File: config.mk
export PLATFORM = sky130hd
export DESIGN_NAME = set_assoc_lru_cache_tags
export DESIGN_NICKNAME = d
export VERILOG_FILES = /design/src/hdl/sac_pkg.sv /design/src/hdl/sac_index.sv /design/src/hdl/sac_tmem.sv /design/src/hdl/sac_lookup.sv /design/src/hdl/set_assoc_lru_cache_tags.sv
export SDC_FILE = /design/constraint.sdc
export NUM_CORES = 2
export LEC_CHECK = 0
export BUFFER_PORTS_ARGS = -buffer_cell sky130_fd_sc_hd__buf_2
export CAP_MARGIN = 20
export CORE_UTILIZATION = 30
export DETAILED_ROUTE_END_ITERATION = 12
export HOLD_SLACK_MARGIN = 0.02
export PLACE_DENSITY = 0.46
export SLEW_MARGIN = 30
export SYNTH_ARGS = -nofsm -noshare
export SYNTH_HDL_FRONTEND = slang
export SYNTH_SLANG_ARGS = --single-unit
export TNS_END_PERCENT = 30
File: constraint.sdc
create_clock -name i_clk -period 13 [get_ports i_clk]
set_clock_uncertainty 0.15 [all_clocks]
set_input_delay 1.95 -clock i_clk [delete_from_list [all_inputs] [get_ports i_clk]]
set_output_delay 1.95 -clock i_clk [all_outputs]
set_load 0.03 [all_outputs]
File: src/hdl/sac_pkg.sv
`default_nettype none

package sac_pkg;

    // Fixed field widths.
    localparam int ADDR_W    = 32;
    localparam int CFG_W     = 5;
    localparam int CFG_IDX_W = 1;
    localparam int WAY_OUT_W = 2;

    // Default geometry.
    localparam int SETS_DEF = 16;
    localparam int WAYS_DEF = 4;

    // Configuration register indexes.
    localparam logic [CFG_IDX_W-1:0] CFG_BLOCK_OFFSET_BITS = 1'b0;
    localparam logic [CFG_IDX_W-1:0] CFG_WRITE_ALLOCATE    = 1'b1;

    // Configuration reset values.
    localparam logic [CFG_W-1:0] RST_BLOCK_OFFSET_BITS = 5'd4;
    localparam logic             RST_WRITE_ALLOCATE    = 1'b1;

    // Access kinds.
    localparam logic OP_READ  = 1'b0;
    localparam logic OP_WRITE = 1'b1;

    // Control of the lookup stage.
    typedef struct packed {
        logic valid;
        logic opcode;
    } t_stage_ctl;

    // One result beat.
    typedef struct packed {
        logic                 hit;
        logic [WAY_OUT_W-1:0] way_used;
        logic                 evicted;
        logic                 evicted_dirty;
        logic [ADDR_W-1:0]    evicted_line;
    } t_result;

endpackage

`default_nettype wire

File: src/hdl/sac_index.sv
`default_nettype none

// Address front end: block number, then set index, over three stages.
module sac_index
    import sac_pkg::*;
#(
    parameter  int SETS = SETS_DEF,
    localparam int SW   = (SETS > 1) ? $clog2(SETS) : 1
) (
    input  wire logic              i_clk,
    input  wire logic              i_rst_n,
    input  wire logic              i_en,
    input  wire logic              i_accept,
    input  wire logic              i_opcode,
    input  wire logic [ADDR_W-1:0] i_address,
    input  wire logic [CFG_W-1:0]  i_offset,
    output logic [SW-1:0]          o_rd_set,
    output t_stage_ctl             o_s2_ctl,
    output logic [ADDR_W-1:0]      o_s2_block,
    output logic [SW-1:0]          o_s2_set
);

    logic              r0_v, r1_v, r2_v;
    logic              r0_op, r1_op, r2_op;
    logic [ADDR_W-1:0] r0_block, r1_block, r2_block;
    logic [SW-1:0]     r2_set;
    logic [SW-1:0]     n_set;

    // Stage valid bits advance together with the pipeline enable.
    always_ff @(posedge i_clk) begin
        if (!i_rst_n) begin
            r0_v <= 1'b0;
            r1_v <= 1'b0;
            r2_v <= 1'b0;
        end else if (i_en) begin
            r0_v <= i_accept;
            r1_v <= r0_v;
            r2_v <= r1_v;
        end
    end

    // Stage payload; the offset shift happens on the way in.
    always_ff @(posedge i_clk) begin
        if (i_en) begin
            r0_op    <= i_opcode;
            r0_block <= i_address >> i_offset;
            r1_op    <= r0_op;
            r1_block <= r0_block;
            r2_op    <= r1_op;
            r2_block <= r1_block;
            r2_set   <= n_set;
        end
    end

    // Set index: block modulo SETS.
    generate
        if (SETS == 1) begin : g_one_set
            assign n_set = '0;
        end else if ((SETS & (SETS - 1)) == 0) begin : g_pow2
            assign n_set = r1_block[SW-1:0];
        end else begin : g_recip
            localparam logic [63:0] RECIP64 = (64'd1 << 32) / SETS;
            localparam logic [31:0] RECIP   = RECIP64[31:0];
            localparam int          RBW     = $clog2(SETS) + 1;
            localparam logic [RBW-1:0] SETS_LO = RBW'(SETS);

            logic [63:0]       n_prod;
            logic [ADDR_W-1:0] r1_qest;
            logic [RBW-1:0]    qd_lo;
            logic [RBW-1:0]    rem_raw;
            logic [RBW-1:0]    rem;

            // Quotient estimate by reciprocal; it is exact or one low.
            assign n_prod = 64'(r0_block) * 64'(RECIP);

            always_ff @(posedge i_clk) begin
                if (i_en) begin
                    r1_qest <= n_prod[63:32];
                end
            end

            // The remainder is below twice SETS, so only its low bits matter.
            assign qd_lo   = r1_qest[RBW-1:0] * SETS_LO;
            assign rem_raw = r1_block[RBW-1:0] - qd_lo;
            assign rem     = (rem_raw >= SETS_LO) ? rem_raw - SETS_LO : rem_raw;
            assign n_set   = rem[SW-1:0];
        end
    endgenerate

    assign o_rd_set        = n_set;
    assign o_s2_ctl.valid  = r2_v;
    assign o_s2_ctl.opcode = r2_op;
    assign o_s2_block      = r2_block;
    assign o_s2_set        = r2_set;

endmodule

`default_nettype wire

File: src/hdl/sac_tmem.sv
`default_nettype none

// Set-indexed row memory with write forwarding and a clearing pass after reset.
module sac_tmem
    import sac_pkg::*;
#(
    parameter  int SETS = SETS_DEF,
    parameter  int WAYS = WAYS_DEF,
    localparam int SW   = (SETS > 1) ? $clog2(SETS) : 1,
    localparam int WW   = (WAYS > 1) ? $clog2(WAYS) : 1
) (
    input  wire logic                             i_clk,
    input  wire logic                             i_rst_n,
    input  wire logic                             i_rd_en,
    input  wire logic [SW-1:0]                    i_rd_set,
    input  wire logic                             i_wr_en,
    input  wire logic [SW-1:0]                    i_wr_set,
    input  wire logic [WAYS-1:0]                  i_wr_valid,
    input  wire logic [WAYS-1:0]                  i_wr_dirty,
    input  wire logic [WAYS-1:0][WW-1:0]          i_wr_rank,
    input  wire logic [WAYS-1:0][ADDR_W-1:0]      i_wr_blk,
    output logic [WAYS-1:0]                       o_rd_valid,
    output logic [WAYS-1:0]                       o_rd_dirty,
    output logic [WAYS-1:0][WW-1:0]               o_rd_rank,
    output logic [WAYS-1:0][ADDR_W-1:0]           o_rd_blk,
    output logic                                  o_clr_busy
);

    typedef struct packed {
        logic [WAYS-1:0]             valid;
        logic [WAYS-1:0]             dirty;
        logic [WAYS-1:0][WW-1:0]     rank;
        logic [WAYS-1:0][ADDR_W-1:0] blk;
    } t_row;

    t_row          r_mem [SETS];
    t_row          wr_row;
    t_row          r_mem_q;
    t_row          r_fwd_row;
    t_row          rd_row;
    logic          r_fwd;
    logic          r_clr_busy;
    logic [SW-1:0] r_clr_idx;

    assign wr_row.valid = i_wr_valid;
    assign wr_row.dirty = i_wr_dirty;
    assign wr_row.rank  = i_wr_rank;
    assign wr_row.blk   = i_wr_blk;

    // Clearing pass: one set per cycle after reset.
    always_ff @(posedge i_clk) begin
        if (!i_rst_n) begin
            r_clr_busy <= 1'b1;
            r_clr_idx  <= '0;
        end else if (r_clr_busy) begin
            if (r_clr_idx == SW'(SETS - 1)) begin
                r_clr_busy <= 1'b0;
            end else begin
                r_clr_idx <= r_clr_idx + 1'b1;
            end
        end
    end

    // Write port.
    always_ff @(posedge i_clk) begin
        if (r_clr_busy) begin
            r_mem[r_clr_idx] <= '0;
        end else if (i_wr_en) begin
            r_mem[i_wr_set] <= wr_row;
        end
    end

    // Read port; a same-cycle write to the same set is forwarded.
    always_ff @(posedge i_clk) begin
        if (i_rd_en) begin
            r_mem_q   <= r_mem[i_rd_set];
            r_fwd     <= i_wr_en && (i_wr_set == i_rd_set);
            r_fwd_row <= wr_row;
        end
    end

    assign rd_row     = r_fwd ? r_fwd_row : r_mem_q;
    assign o_rd_valid = rd_row.valid;
    assign o_rd_dirty = rd_row.dirty;
    assign o_rd_rank  = rd_row.rank;
    assign o_rd_blk   = rd_row.blk;
    assign o_clr_busy = r_clr_busy;

endmodule

`default_nettype wire

File: src/hdl/sac_lookup.sv
`default_nettype none

// Tag compare, victim choice, LRU refresh and the updated set row.
module sac_lookup
    import sac_pkg::*;
#(
    parameter  int WAYS = WAYS_DEF,
    localparam int WW   = (WAYS > 1) ? $clog2(WAYS) : 1
) (
    input  wire logic                        i_opcode,
    input  wire logic [ADDR_W-1:0]           i_block,
    input  wire logic                        i_write_allocate,
    input  wire logic [WAYS-1:0]             i_valid,
    input  wire logic [WAYS-1:0]             i_dirty,
    input  wire logic [WAYS-1:0][WW-1:0]     i_rank,
    input  wire logic [WAYS-1:0][ADDR_W-1:0] i_blk,
    output t_result                          o_res,
    output logic [WAYS-1:0]                  o_valid,
    output logic [WAYS-1:0]                  o_dirty,
    output logic [WAYS-1:0][WW-1:0]          o_rank,
    output logic [WAYS-1:0][ADDR_W-1:0]      o_blk
);

    localparam logic [WW-1:0] TOP_RANK = WW'(WAYS - 1);

    logic            hit;
    logic [WW-1:0]   hit_way;
    logic            inv_any;
    logic [WW-1:0]   inv_way;
    logic [WW-1:0]   lru_way;
    logic [WW-1:0]   way;
    logic [WW+1:0]   way_ext;
    logic            fill;
    logic            touch;
    logic            evict;
    logic [WW-1:0]   old_rank;

    // Priority encoders: lowest matching way wins in each search.
    always_comb begin
        hit     = 1'b0;
        hit_way = '0;
        inv_any = 1'b0;
        inv_way = '0;
        lru_way = '0;
        for (int i = WAYS - 1; i >= 0; i--) begin
            if (i_valid[i] && (i_blk[i] == i_block)) begin
                hit     = 1'b1;
                hit_way = WW'(i);
            end
            if (!i_valid[i]) begin
                inv_any = 1'b1;
                inv_way = WW'(i);
            end
            // With every way valid the ranks are distinct, so rank zero is the minimum.
            if (i_rank[i] == '0) begin
                lru_way = WW'(i);
            end
        end
    end

    // Way selection and what happens to it.
    assign fill     = !hit && ((i_opcode == OP_READ) || i_write_allocate);
    assign touch    = hit || fill;
    assign way      = hit ? hit_way : (inv_any ? inv_way : lru_way);
    assign old_rank = i_rank[way];
    assign evict    = fill && i_valid[way];
    assign way_ext  = (WW + 2)'(way);

    // Updated row.
    always_comb begin
        for (int i = 0; i < WAYS; i++) begin
            o_valid[i] = i_valid[i];
            o_dirty[i] = i_dirty[i];
            o_rank[i]  = i_rank[i];
            o_blk[i]   = i_blk[i];
            if (touch) begin
                if (way == WW'(i)) begin
                    o_rank[i] = TOP_RANK;
                end else if (i_rank[i] > old_rank) begin
                    o_rank[i] = i_rank[i] - 1'b1;
                end
            end
            if (way == WW'(i)) begin
                if (fill) begin
                    o_valid[i] = 1'b1;
                    o_dirty[i] = (i_opcode == OP_WRITE);
                    o_blk[i]   = i_block;
                end else if (hit && (i_opcode == OP_WRITE)) begin
                    o_dirty[i] = 1'b1;
                end
            end
        end
    end

    // Result beat.
    assign o_res.hit           = hit;
    assign o_res.way_used      = touch ? way_ext[WAY_OUT_W-1:0] : '0;
    assign o_res.evicted       = evict;
    assign o_res.evicted_dirty = evict && i_dirty[way];
    assign o_res.evicted_line  = evict ? i_blk[way] : '0;

endmodule

`default_nettype wire

File: src/hdl/set_assoc_lru_cache_tags.sv
// An access passes the index stages and the output register. Throughput: one
// access per cycle while the output is not held; the tag row memory is read once
// and written once per cycle, with same-set writes forwarded to the next read.
// Reset (synchronous, active low) clears the pipeline and resets the registers,
// then a clearing pass zeroes one set per cycle with input ready low.
`default_nettype none

module set_assoc_lru_cache_tags
    import sac_pkg::*;
#(
    parameter int SETS = SETS_DEF,
    parameter int WAYS = WAYS_DEF
) (
    input  wire logic                 i_clk,
    input  wire logic                 i_rst_n,
    input  wire logic                 i_cfg_we,
    input  wire logic [CFG_IDX_W-1:0] i_cfg_index,
    input  wire logic [CFG_W-1:0]     i_cfg_data,
    input  wire logic                 i_in_valid,
    output logic                      o_in_ready,
    input  wire logic                 i_opcode,
    input  wire logic [ADDR_W-1:0]    i_address,
    output logic                      o_out_valid,
    input  wire logic                 i_out_ready,
    output logic                      o_hit,
    output logic [WAY_OUT_W-1:0]      o_way_used,
    output logic                      o_evicted,
    output logic                      o_evicted_dirty,
    output logic [ADDR_W-1:0]         o_evicted_line
);

    localparam int SW = (SETS > 1) ? $clog2(SETS) : 1;
    localparam int WW = (WAYS > 1) ? $clog2(WAYS) : 1;

    logic [CFG_W-1:0]            r_block_offset_bits;
    logic                        r_write_allocate;
    logic                        r_out_valid;
    t_result                     r_res;
    t_result                     res;

    logic                        en;
    logic                        accept;
    logic                        clr_busy;
    logic [SW-1:0]               rd_set;
    t_stage_ctl                  s2_ctl;
    logic [ADDR_W-1:0]           s2_block;
    logic [SW-1:0]               s2_set;

    logic [WAYS-1:0]             rd_valid, wr_valid;
    logic [WAYS-1:0]             rd_dirty, wr_dirty;
    logic [WAYS-1:0][WW-1:0]     rd_rank, wr_rank;
    logic [WAYS-1:0][ADDR_W-1:0] rd_blk, wr_blk;

    // Configuration registers.
    always_ff @(posedge i_clk) begin
        if (!i_rst_n) begin
            r_block_offset_bits <= RST_BLOCK_OFFSET_BITS;
            r_write_allocate    <= RST_WRITE_ALLOCATE;
        end else if (i_cfg_we) begin
            unique case (i_cfg_index)
                CFG_BLOCK_OFFSET_BITS: r_block_offset_bits <= i_cfg_data;
                CFG_WRITE_ALLOCATE:    r_write_allocate    <= i_cfg_data[0];
            endcase
        end
    end

    // The whole pipeline moves whenever the output register can take a beat.
    assign en         = !r_out_valid || i_out_ready;
    assign o_in_ready = en && !clr_busy;
    assign accept     = i_in_valid && o_in_ready;

    sac_index #(
        .SETS (SETS)
    ) u_index (
        .i_clk      (i_clk),
        .i_rst_n    (i_rst_n),
        .i_en       (en),
        .i_accept   (accept),
        .i_opcode   (i_opcode),
        .i_address  (i_address),
        .i_offset   (r_block_offset_bits),
        .o_rd_set   (rd_set),
        .o_s2_ctl   (s2_ctl),
        .o_s2_block (s2_block),
        .o_s2_set   (s2_set)
    );

    sac_tmem #(
        .SETS (SETS),
        .WAYS (WAYS)
    ) u_tmem (
        .i_clk      (i_clk),
        .i_rst_n    (i_rst_n),
        .i_rd_en    (en),
        .i_rd_set   (rd_set),
        .i_wr_en    (en && s2_ctl.valid),
        .i_wr_set   (s2_set),
        .i_wr_valid (wr_valid),
        .i_wr_dirty (wr_dirty),
        .i_wr_rank  (wr_rank),
        .i_wr_blk   (wr_blk),
        .o_rd_valid (rd_valid),
        .o_rd_dirty (rd_dirty),
        .o_rd_rank  (rd_rank),
        .o_rd_blk   (rd_blk),
        .o_clr_busy (clr_busy)
    );

    sac_lookup #(
        .WAYS (WAYS)
    ) u_lookup (
        .i_opcode         (s2_ctl.opcode),
        .i_block          (s2_block),
        .i_write_allocate (r_write_allocate),
        .i_valid          (rd_valid),
        .i_dirty          (rd_dirty),
        .i_rank           (rd_rank),
        .i_blk            (rd_blk),
        .o_res            (res),
        .o_valid          (wr_valid),
        .o_dirty          (wr_dirty),
        .o_rank           (wr_rank),
        .o_blk            (wr_blk)
    );

    // Output register.
    always_ff @(posedge i_clk) begin
        if (!i_rst_n) begin
            r_out_valid <= 1'b0;
        end else if (en) begin
            r_out_valid <= s2_ctl.valid;
        end
    end

    always_ff @(posedge i_clk) begin
        if (en) begin
            r_res <= res;
        end
    end

    assign o_out_valid     = r_out_valid;
    assign o_hit           = r_res.hit;
    assign o_way_used      = r_res.way_used;
    assign o_evicted       = r_res.evicted;
    assign o_evicted_dirty = r_res.evicted_dirty;
    assign o_evicted_line  = r_res.evicted_line;

`ifndef ASSERT_OFF
    a_hit_no_evict: assert property (@(posedge i_clk) disable iff (!i_rst_n)
        (r_out_valid && r_res.hit) |-> !r_res.evicted)
        else $error("hit beat reports an eviction");

    a_dirty_needs_evict: assert property (@(posedge i_clk) disable iff (!i_rst_n)
        (r_out_valid && r_res.evicted_dirty) |-> r_res.evicted)
        else $error("dirty eviction flagged without an eviction");

    a_line_zero: assert property (@(posedge i_clk) disable iff (!i_rst_n)
        (r_out_valid && !r_res.evicted) |-> (r_res.evicted_line == '0))
        else $error("evicted line nonzero without an eviction");

    a_clear_empty: assert property (@(posedge i_clk) disable iff (!i_rst_n)
        clr_busy |-> (!s2_ctl.valid && !r_out_valid))
        else $error("access in flight during the clearing pass");
`endif

endmodule

`default_nettype wire

# ---- Word-level counts from Yosys, hierarchy flattened
# Memory sizes are Yosys's and may differ from the RTL's. A register that Yosys moved wholly into a read port is not among the register bits.
# Index checks and enable logic that the tools add are counted.
dict set report classes {
  bitwise 3
  order_cmp 5
  mux 81
  n_shift 1
  eq_ne 9
  reduce_logical 27
  n_addsub 5
}
# op count
set ops {}
lappend ops {{$mux W144} 2}
lappend ops {{$mux W32} 9}
lappend ops {{$reduce_or A144 Y1} 1}
lappend ops {{$eq A32 B32 Y1} 4}
lappend ops {{$bmux W32 S2} 1}
lappend ops {{$mux W2} 27}
lappend ops {{$mux W1} 38}
lappend ops {{$shr A32 B5 Y32} 1}
lappend ops {{$logic_and A1 B1 Y1} 12}
lappend ops {{$logic_not A2 Y1} 5}
lappend ops {{$gt A2 B2 Y1} 4}
lappend ops {{$sub A2 B1 Y2 const B} 4}
lappend ops {{$reduce_and A2 Y1} 3}
lappend ops {{$add A4 B1 Y4 const B} 1}
lappend ops {{$bmux W1 S2} 2}
lappend ops {{$bmux W2 S2} 1}
lappend ops {{$eq A2 B2 Y1 const B} 2}
lappend ops {{$eq A4 B4 Y1} 1}
lappend ops {{$eq A4 B4 Y1 const B} 1}
lappend ops {{$mux W4} 1}
lappend ops {{$logic_not A1 Y1} 3}
lappend ops {{$logic_or A1 B1 Y1} 3}
lappend ops {{$lt A2 B3 Y1 const B} 1}
lappend ops {{$not A1 Y1} 3}
lappend ops {{$eq A2 B1 Y1 const B} 1}
dict set report word_totals {
  elab_cells 163
  out_inout_bits 39
  reg_bits 300
  memories 1
  ram_bits 2304
  in_bits 44
}
# memory words word_bits rd rd_clocked_by_memory_dff wr line
set memory_table {}
lappend memory_table {u_tmem.r_mem 16 144 1 1 1 sac_tmem.sv:36} ;# t_row r_mem [SETS];

# ---- Logic depth before layout (Yosys ltp)
dict set report logic_depth {
  depth_word 15
  mapped_depth 25
  depth_no_buf 18
}

# ---- Cells and area by module
# From an unflattened synthesis, not the netlist that was laid out.
dict set report unflattened {
  cells_unflattened 5362
  hier_area_um2 110115.6
}
# mod instances area_per_inst_um2 seq_area_each_um2 cells_per_inst
set modules_own_cells {}
lappend modules_own_cells {sac_tmem 1 98030.3 77964.8 4271}
lappend modules_own_cells {sac_lookup 1 5577.8 0.0 689}
lappend modules_own_cells {sac_index 1 5082.4 3032.9 331}
lappend modules_own_cells {set_assoc_lru_cache_tags 1 1425.1 1251.2 71}

# ---- Least setup slack after synthesis
# No wires, ideal clock.
dict set report synth_path {
  path_kind {in2reg}
  from {input i_out_ready}
  to {register u_tmem.r_fwd (data pin)}
  arrival_time_ns 10.966
  path_slack_ns 1.670
  path_stages 5
  required_ns 12.636
  path_cell_list {nor2b_1 > clkbuf_1 > inv_1 > nand3_1 > nor4_1}
}
dict set report synth_via {
  elab_chain_cells 3
}
# element line
set synth_lines {}
lappend synth_lines {{start, declared} set_assoc_lru_cache_tags.sv:24} ;# input wire logic i_out_ready,
lappend synth_lines {{$logic_or A1 B1 Y1} set_assoc_lru_cache_tags.sv:68} ;# assign en = !r_out_valid || i_out_ready;
lappend synth_lines {{$logic_and A1 B1 Y1} set_assoc_lru_cache_tags.sv:96} ;# .i_wr_en (en && s2_ctl.valid),
lappend synth_lines {{$logic_and A1 B1 Y1} sac_tmem.sv:77} ;# r_fwd <= i_wr_en && (i_wr_set == i_rd_set);
lappend synth_lines {{end signal, assigned} sac_tmem.sv:77}
lappend synth_lines {{end, declared} sac_tmem.sv:41} ;# logic r_fwd;
# No other way between the ends.
# A chain may end at the register's enable or synchronous reset.

# ---- Worst setup path after layout
dict set report layout_path {
  from {register u_tmem.r_fwd}
  to {memory u_tmem.r_mem[8][128] (netlist bit) (data pin)}
}
dict set report layout_via {
  elab_chain_cells 15
  elab_cells_between_ends 47
  classes_between {add/sub: 1; order compare: 1; eq/ne: 4; mux: 29; reduce/logical: 12}
}
# element line
set layout_lines {}
lappend layout_lines {{$mux W144 *} sac_tmem.sv:82} ;# assign rd_row = r_fwd ? r_fwd_row : r_mem_q;
lappend layout_lines {{$eq A32 B32 Y1 / $logic_not A2 Y1 (equally long branches)} {sac_lookup.sv:46, sac_lookup.sv:55}}
lappend layout_lines {{$logic_and A1 B1 Y1 / $mux W2 (equally long branches)} {sac_lookup.sv:46, sac_lookup.sv:55}}
lappend layout_lines {{$mux W2, or another cell as far along (4 in series)} sac_lookup.sv:46} ;# if (i_valid[i] && (i_blk[i] == i_block)) begin
lappend layout_lines {{$mux W2} sac_lookup.sv:64} ;# assign way = hit ? hit_way : (inv_any ? inv_way : lru_way);
lappend layout_lines {{$bmux W2 S2} sac_lookup.sv:65} ;# assign old_rank = i_rank[way];
lappend layout_lines {{$mux W2 (implied by the code)} sac_lookup.sv:65}
lappend layout_lines {{$gt A2 B2 Y1} sac_lookup.sv:79} ;# end else if (i_rank[i] > old_rank) begin
lappend layout_lines {{$mux W2} sac_lookup.sv:79}
lappend layout_lines {{$mux W2} sac_lookup.sv:77} ;# if (way == WW'(i)) begin
lappend layout_lines {{$mux W2 *} sac_lookup.sv:76} ;# if (touch) begin
lappend layout_lines {{$mux W144 (no line) *} -}
lappend layout_lines {{end, declared} sac_tmem.sv:36}
# Mark *: on every way between the ends. The rest lies on a longest branch, timed or not. The select of a mux whose other input is x is not followed.

==> impl_results.md <==
- Outcome: finished clean
- Non-filler cells in the finished layout: 10400
- # hold bufs at CTS: 0
- Crit-path max FO: 92
- Setup violators final: 0
- Fraction of layout cells with a size suffix above 1: 28.3%
- Relative slew slack: 27.5%
- Clk pwr share: 36.7%
- Pre-CTS WS: 5280 ps
- Hold crit path type: register to register
- Longest Clk Path Bufs: 4
- Die H: 606 µm
- Worst path slowest cell: nor4_1
- Worst-path clk slew: 60 ps
- Synth Cell Area: 0.110 mm²
- Cell row count: 221
- GRT Total Usage: 17.4%
- Synthesized instance count: 5097
- Crit start category: register
- Final Slew Violations: 0
- Power Dens Cells: 182 mW/mm²
- Maxcap violations: 0
- Syn_area_per_cell: 21.5 µm²
- Final Hold Viols: 0
- Setup TNS: 0 ps
- Number of placed cells counting well taps: 9795
- Crit end category: register
- VDD IR max: 0.129 mV
- Final Cycle Share: 56.2%
- Final worst slack: 5690 ps
- Crit path required time: 13580 ps
- Sink Count: 2744
- RSZ-0062 raised after global routing: no
- CP arrival: 7890 ps
- WL met1: 148000 µm
- Top routing layer used: met5
- Wirelength per Cell: 31.3 µm
- Vias per inst: 5.16
- Worst-skew pair later-pin latency: 920 ps
- Met2 WL post-DR: 154000 µm
- P&R area growth vs syn: 15.1%
- # nets final: 5366
- Warnings, synthesis: 0
- Sequential Power Share: 47.1%
- WL met3: 16400 µm
- Post-CTS Resized: 0
- Die width: 606 µm
- Fmax: 137 MHz
- Port bufs: 82
- CTS tree: yes
- Synth async-reset ratio: 0%
- Pint: 16.6 mW
- Vias in the first global route: 54900
- Minimum clock period after layout: 7310 ps
- Kind of critical path: register to register
- First-pass DRT Iterations: 6
- CP Buf/Inv Count: 3
- P_sw: 6.34 mW
- Largest net degree at the start of global routing: 146
- Critical path cell sequence: buf_4 > buf_12 > mux2i_1 > xnor2_1 > nor4_1 > nand4_1 > nor3_2 > nor3_2 > nand2b_4 > nand2_1 > nand2_1 > o21ai_0 > ha_1 > nor2_1 > nand3_2 > a21o_1 > mux2_4 > a221oi_2 > clkbuf_4
- Number of synthesized flops with an enable pin: 2729
- CTS buffer count: 304
- Initial Utilization: 30.2%
- Sequential share of the synthesized area: 75.1%
- DR iter-0 viols: 5691
- Final wirelength: 324000 µm
- Pwr Total: 23.0 mW
- Top Ports: 83
- Initial antenna violation count: 22
- Primary FF master, synth: edfxtp_1
- Syn nets: 5150
- Library cells used by synthesis: 69
- Switching share of power: 27.6%
- Worst Max-Slew Pin Slew: 1090 ps
- CP top delay family: simple AND/OR/NAND/NOR gates
- #FFs+latches synth: 2744
- Max incr delay on CP: 830 ps
- DRT antenna net count: 0
- Hold Slack: 245 ps
- Combinational Power Share: 16.2%
- # DRC: 0
- Grt ovf: 0
- Leak Pwr: 42.4 nW
- Gpl congestion: 0.793
- Post-detailed-placement half-perimeter wirelength: 179000 µm
- CTS root buf: clkbuf_16
- Die area: 0.367 mm²
- Core region area: 0.363 mm²
- H-tree depth: 5
- Vias: 53400
- Post-CTS setup buffers: 0
- First-pass GRT wire length: 450000 µm
==> metrics by stage <==
stage	utilization [%]	area, µm²
after floorplan	-	110000
after global placement	32.0	116000
after detailed placement	32.1	116000
after CTS	34.7	126000
after global routing	34.7	126000
final	34.7	126000
==> synth_stat cells (all sizes together), types with 2 or more instances <==
cell type  instances  area [µm²]
a211oi            50         375
a21boi             4        30.0
a21o               2        15.0
a21oi            171         893
a31oi             11        68.8
and2             152         951
and3               3        18.8
buf              116         589
clkbuf           191         717
dfxtp             15         300
edfxtp          2729       81900
ha                 9         113
inv               19        71.3
mux2             105        1240
mux2i            160        1690
mux4             752       16900
nand2             83         312
nand2b             7        43.8
nand3             12        65.1
nand4              8        50.1
nor2             182         683
nor2b             35         219
nor3              12        91.3
nor3b              6        45.0
nor4              33         219
o211ai             5        37.5
o21a               8        60.1
o21ai             30         150
o21bai             5        37.5
o22ai             12        75.1
o31a               2        17.5
o31ai              2        15.0
o32a               2        20.0
or2                8        50.1
or3                8        50.1
xnor2             80         701
xor2              53         464
==> placed cells by master (no fill, tap or decap), drive strengths merged, types with 10 or more instances in the layout <==
master    count
nand2        83
mux2i       160
inv          37
o21ai        30
diode        14
a211oi       50
a31oi        11
xnor2        80
dfxtp        15
mux4        752
nand3        12
nor2        182
xor2         53
o22ai        12
and2        152
clkbuf      371
a21oi       171
clkinv      117
nor4         33
clkinvlp     10
buf         216
edfxtp     2729
nor3         12
nor2b        35
bufinv       23
mux2        105
==> sequential cells by signal, summed over array words and instances (netlist names), 2 cells and up <==
name and count:
u_tmem.r_fwd_row 144, r_block_offset_bits 5, u_index.o_s2_set 3, u_tmem.r_clr_idx 4, u_index.r1_block 32, u_tmem.r_mem_q 144, o_evicted_line 32, u_index.o_s2_block 29
u_index.r0_block 32, u_tmem.r_mem 2304, o_way_used 2
==> kinds of logic after synthesis <==
family,count (synthesis),share of synthesized area [%]
flops,2744,75.1
buf+inv,327,1.26
compound gates,313,1.73
simple gates,553,2.59
mux,1017,18.1
xor+xnor,133,1.06
fa+ha+maj,10,0.113
==> layer usage <==
layer | vias to the layer above | track usage (%)
li1 | 21700 | -
met1 | 29800 | 25.4
met2 | 1602 | 28.0
met3 | 354 | 2.24
met4 | 2 | 3.17
met5 | - | 0
==> power groups by stage <==
stage / sequential, mW / combinational, mW / clock [mW]
2_1_floorplan: 10.7 / 2.36 / 0
3_3_place_gp: 11.0 / 3.74 / 0
3_5_place_dp: 11.0 / 3.74 / 0
4_1_cts: 10.8 / 3.75 / 8.60
5_1_grt: 10.9 / 3.92 / 8.91
6_report: 10.8 / 3.72 / 8.42
==> final cells by class <==
| class | count | area, µm² |
|---|---|---|
| clock inverter | 167 | 1590 |
| timing repair buffer | 217 | 1950 |
| multi-input combinational | 2026 | 26200 |
| fill | 33800 | 237000 |
| antenna | 14 | 35.0 |
| sequential | 2744 | 82300 |
| inverter | 20 | 82.6 |
| clock buffer | 370 | 7980 |
| tap | 4794 | 6000 |
==> path summary, 6_finish.rpt <==
| check | end | depth (start not counted) | slack, ps | start |
|---|---|---|---|---|
| worst min-delay path | u_index.r1_block[22] | 0 | 240 | u_index.r0_block[22] |
| worst max-delay path | u_tmem.r_mem[8][128] | 19 | 5690 | u_tmem.r_fwd |
| worst min register to register | u_index.r1_block[22] | 0 | 240 | u_index.r0_block[22] |
| worst max register to register | u_tmem.r_mem[8][128] | 19 | 5690 | u_tmem.r_fwd |
Note: power is estimated with default switching activity, not from simulation.
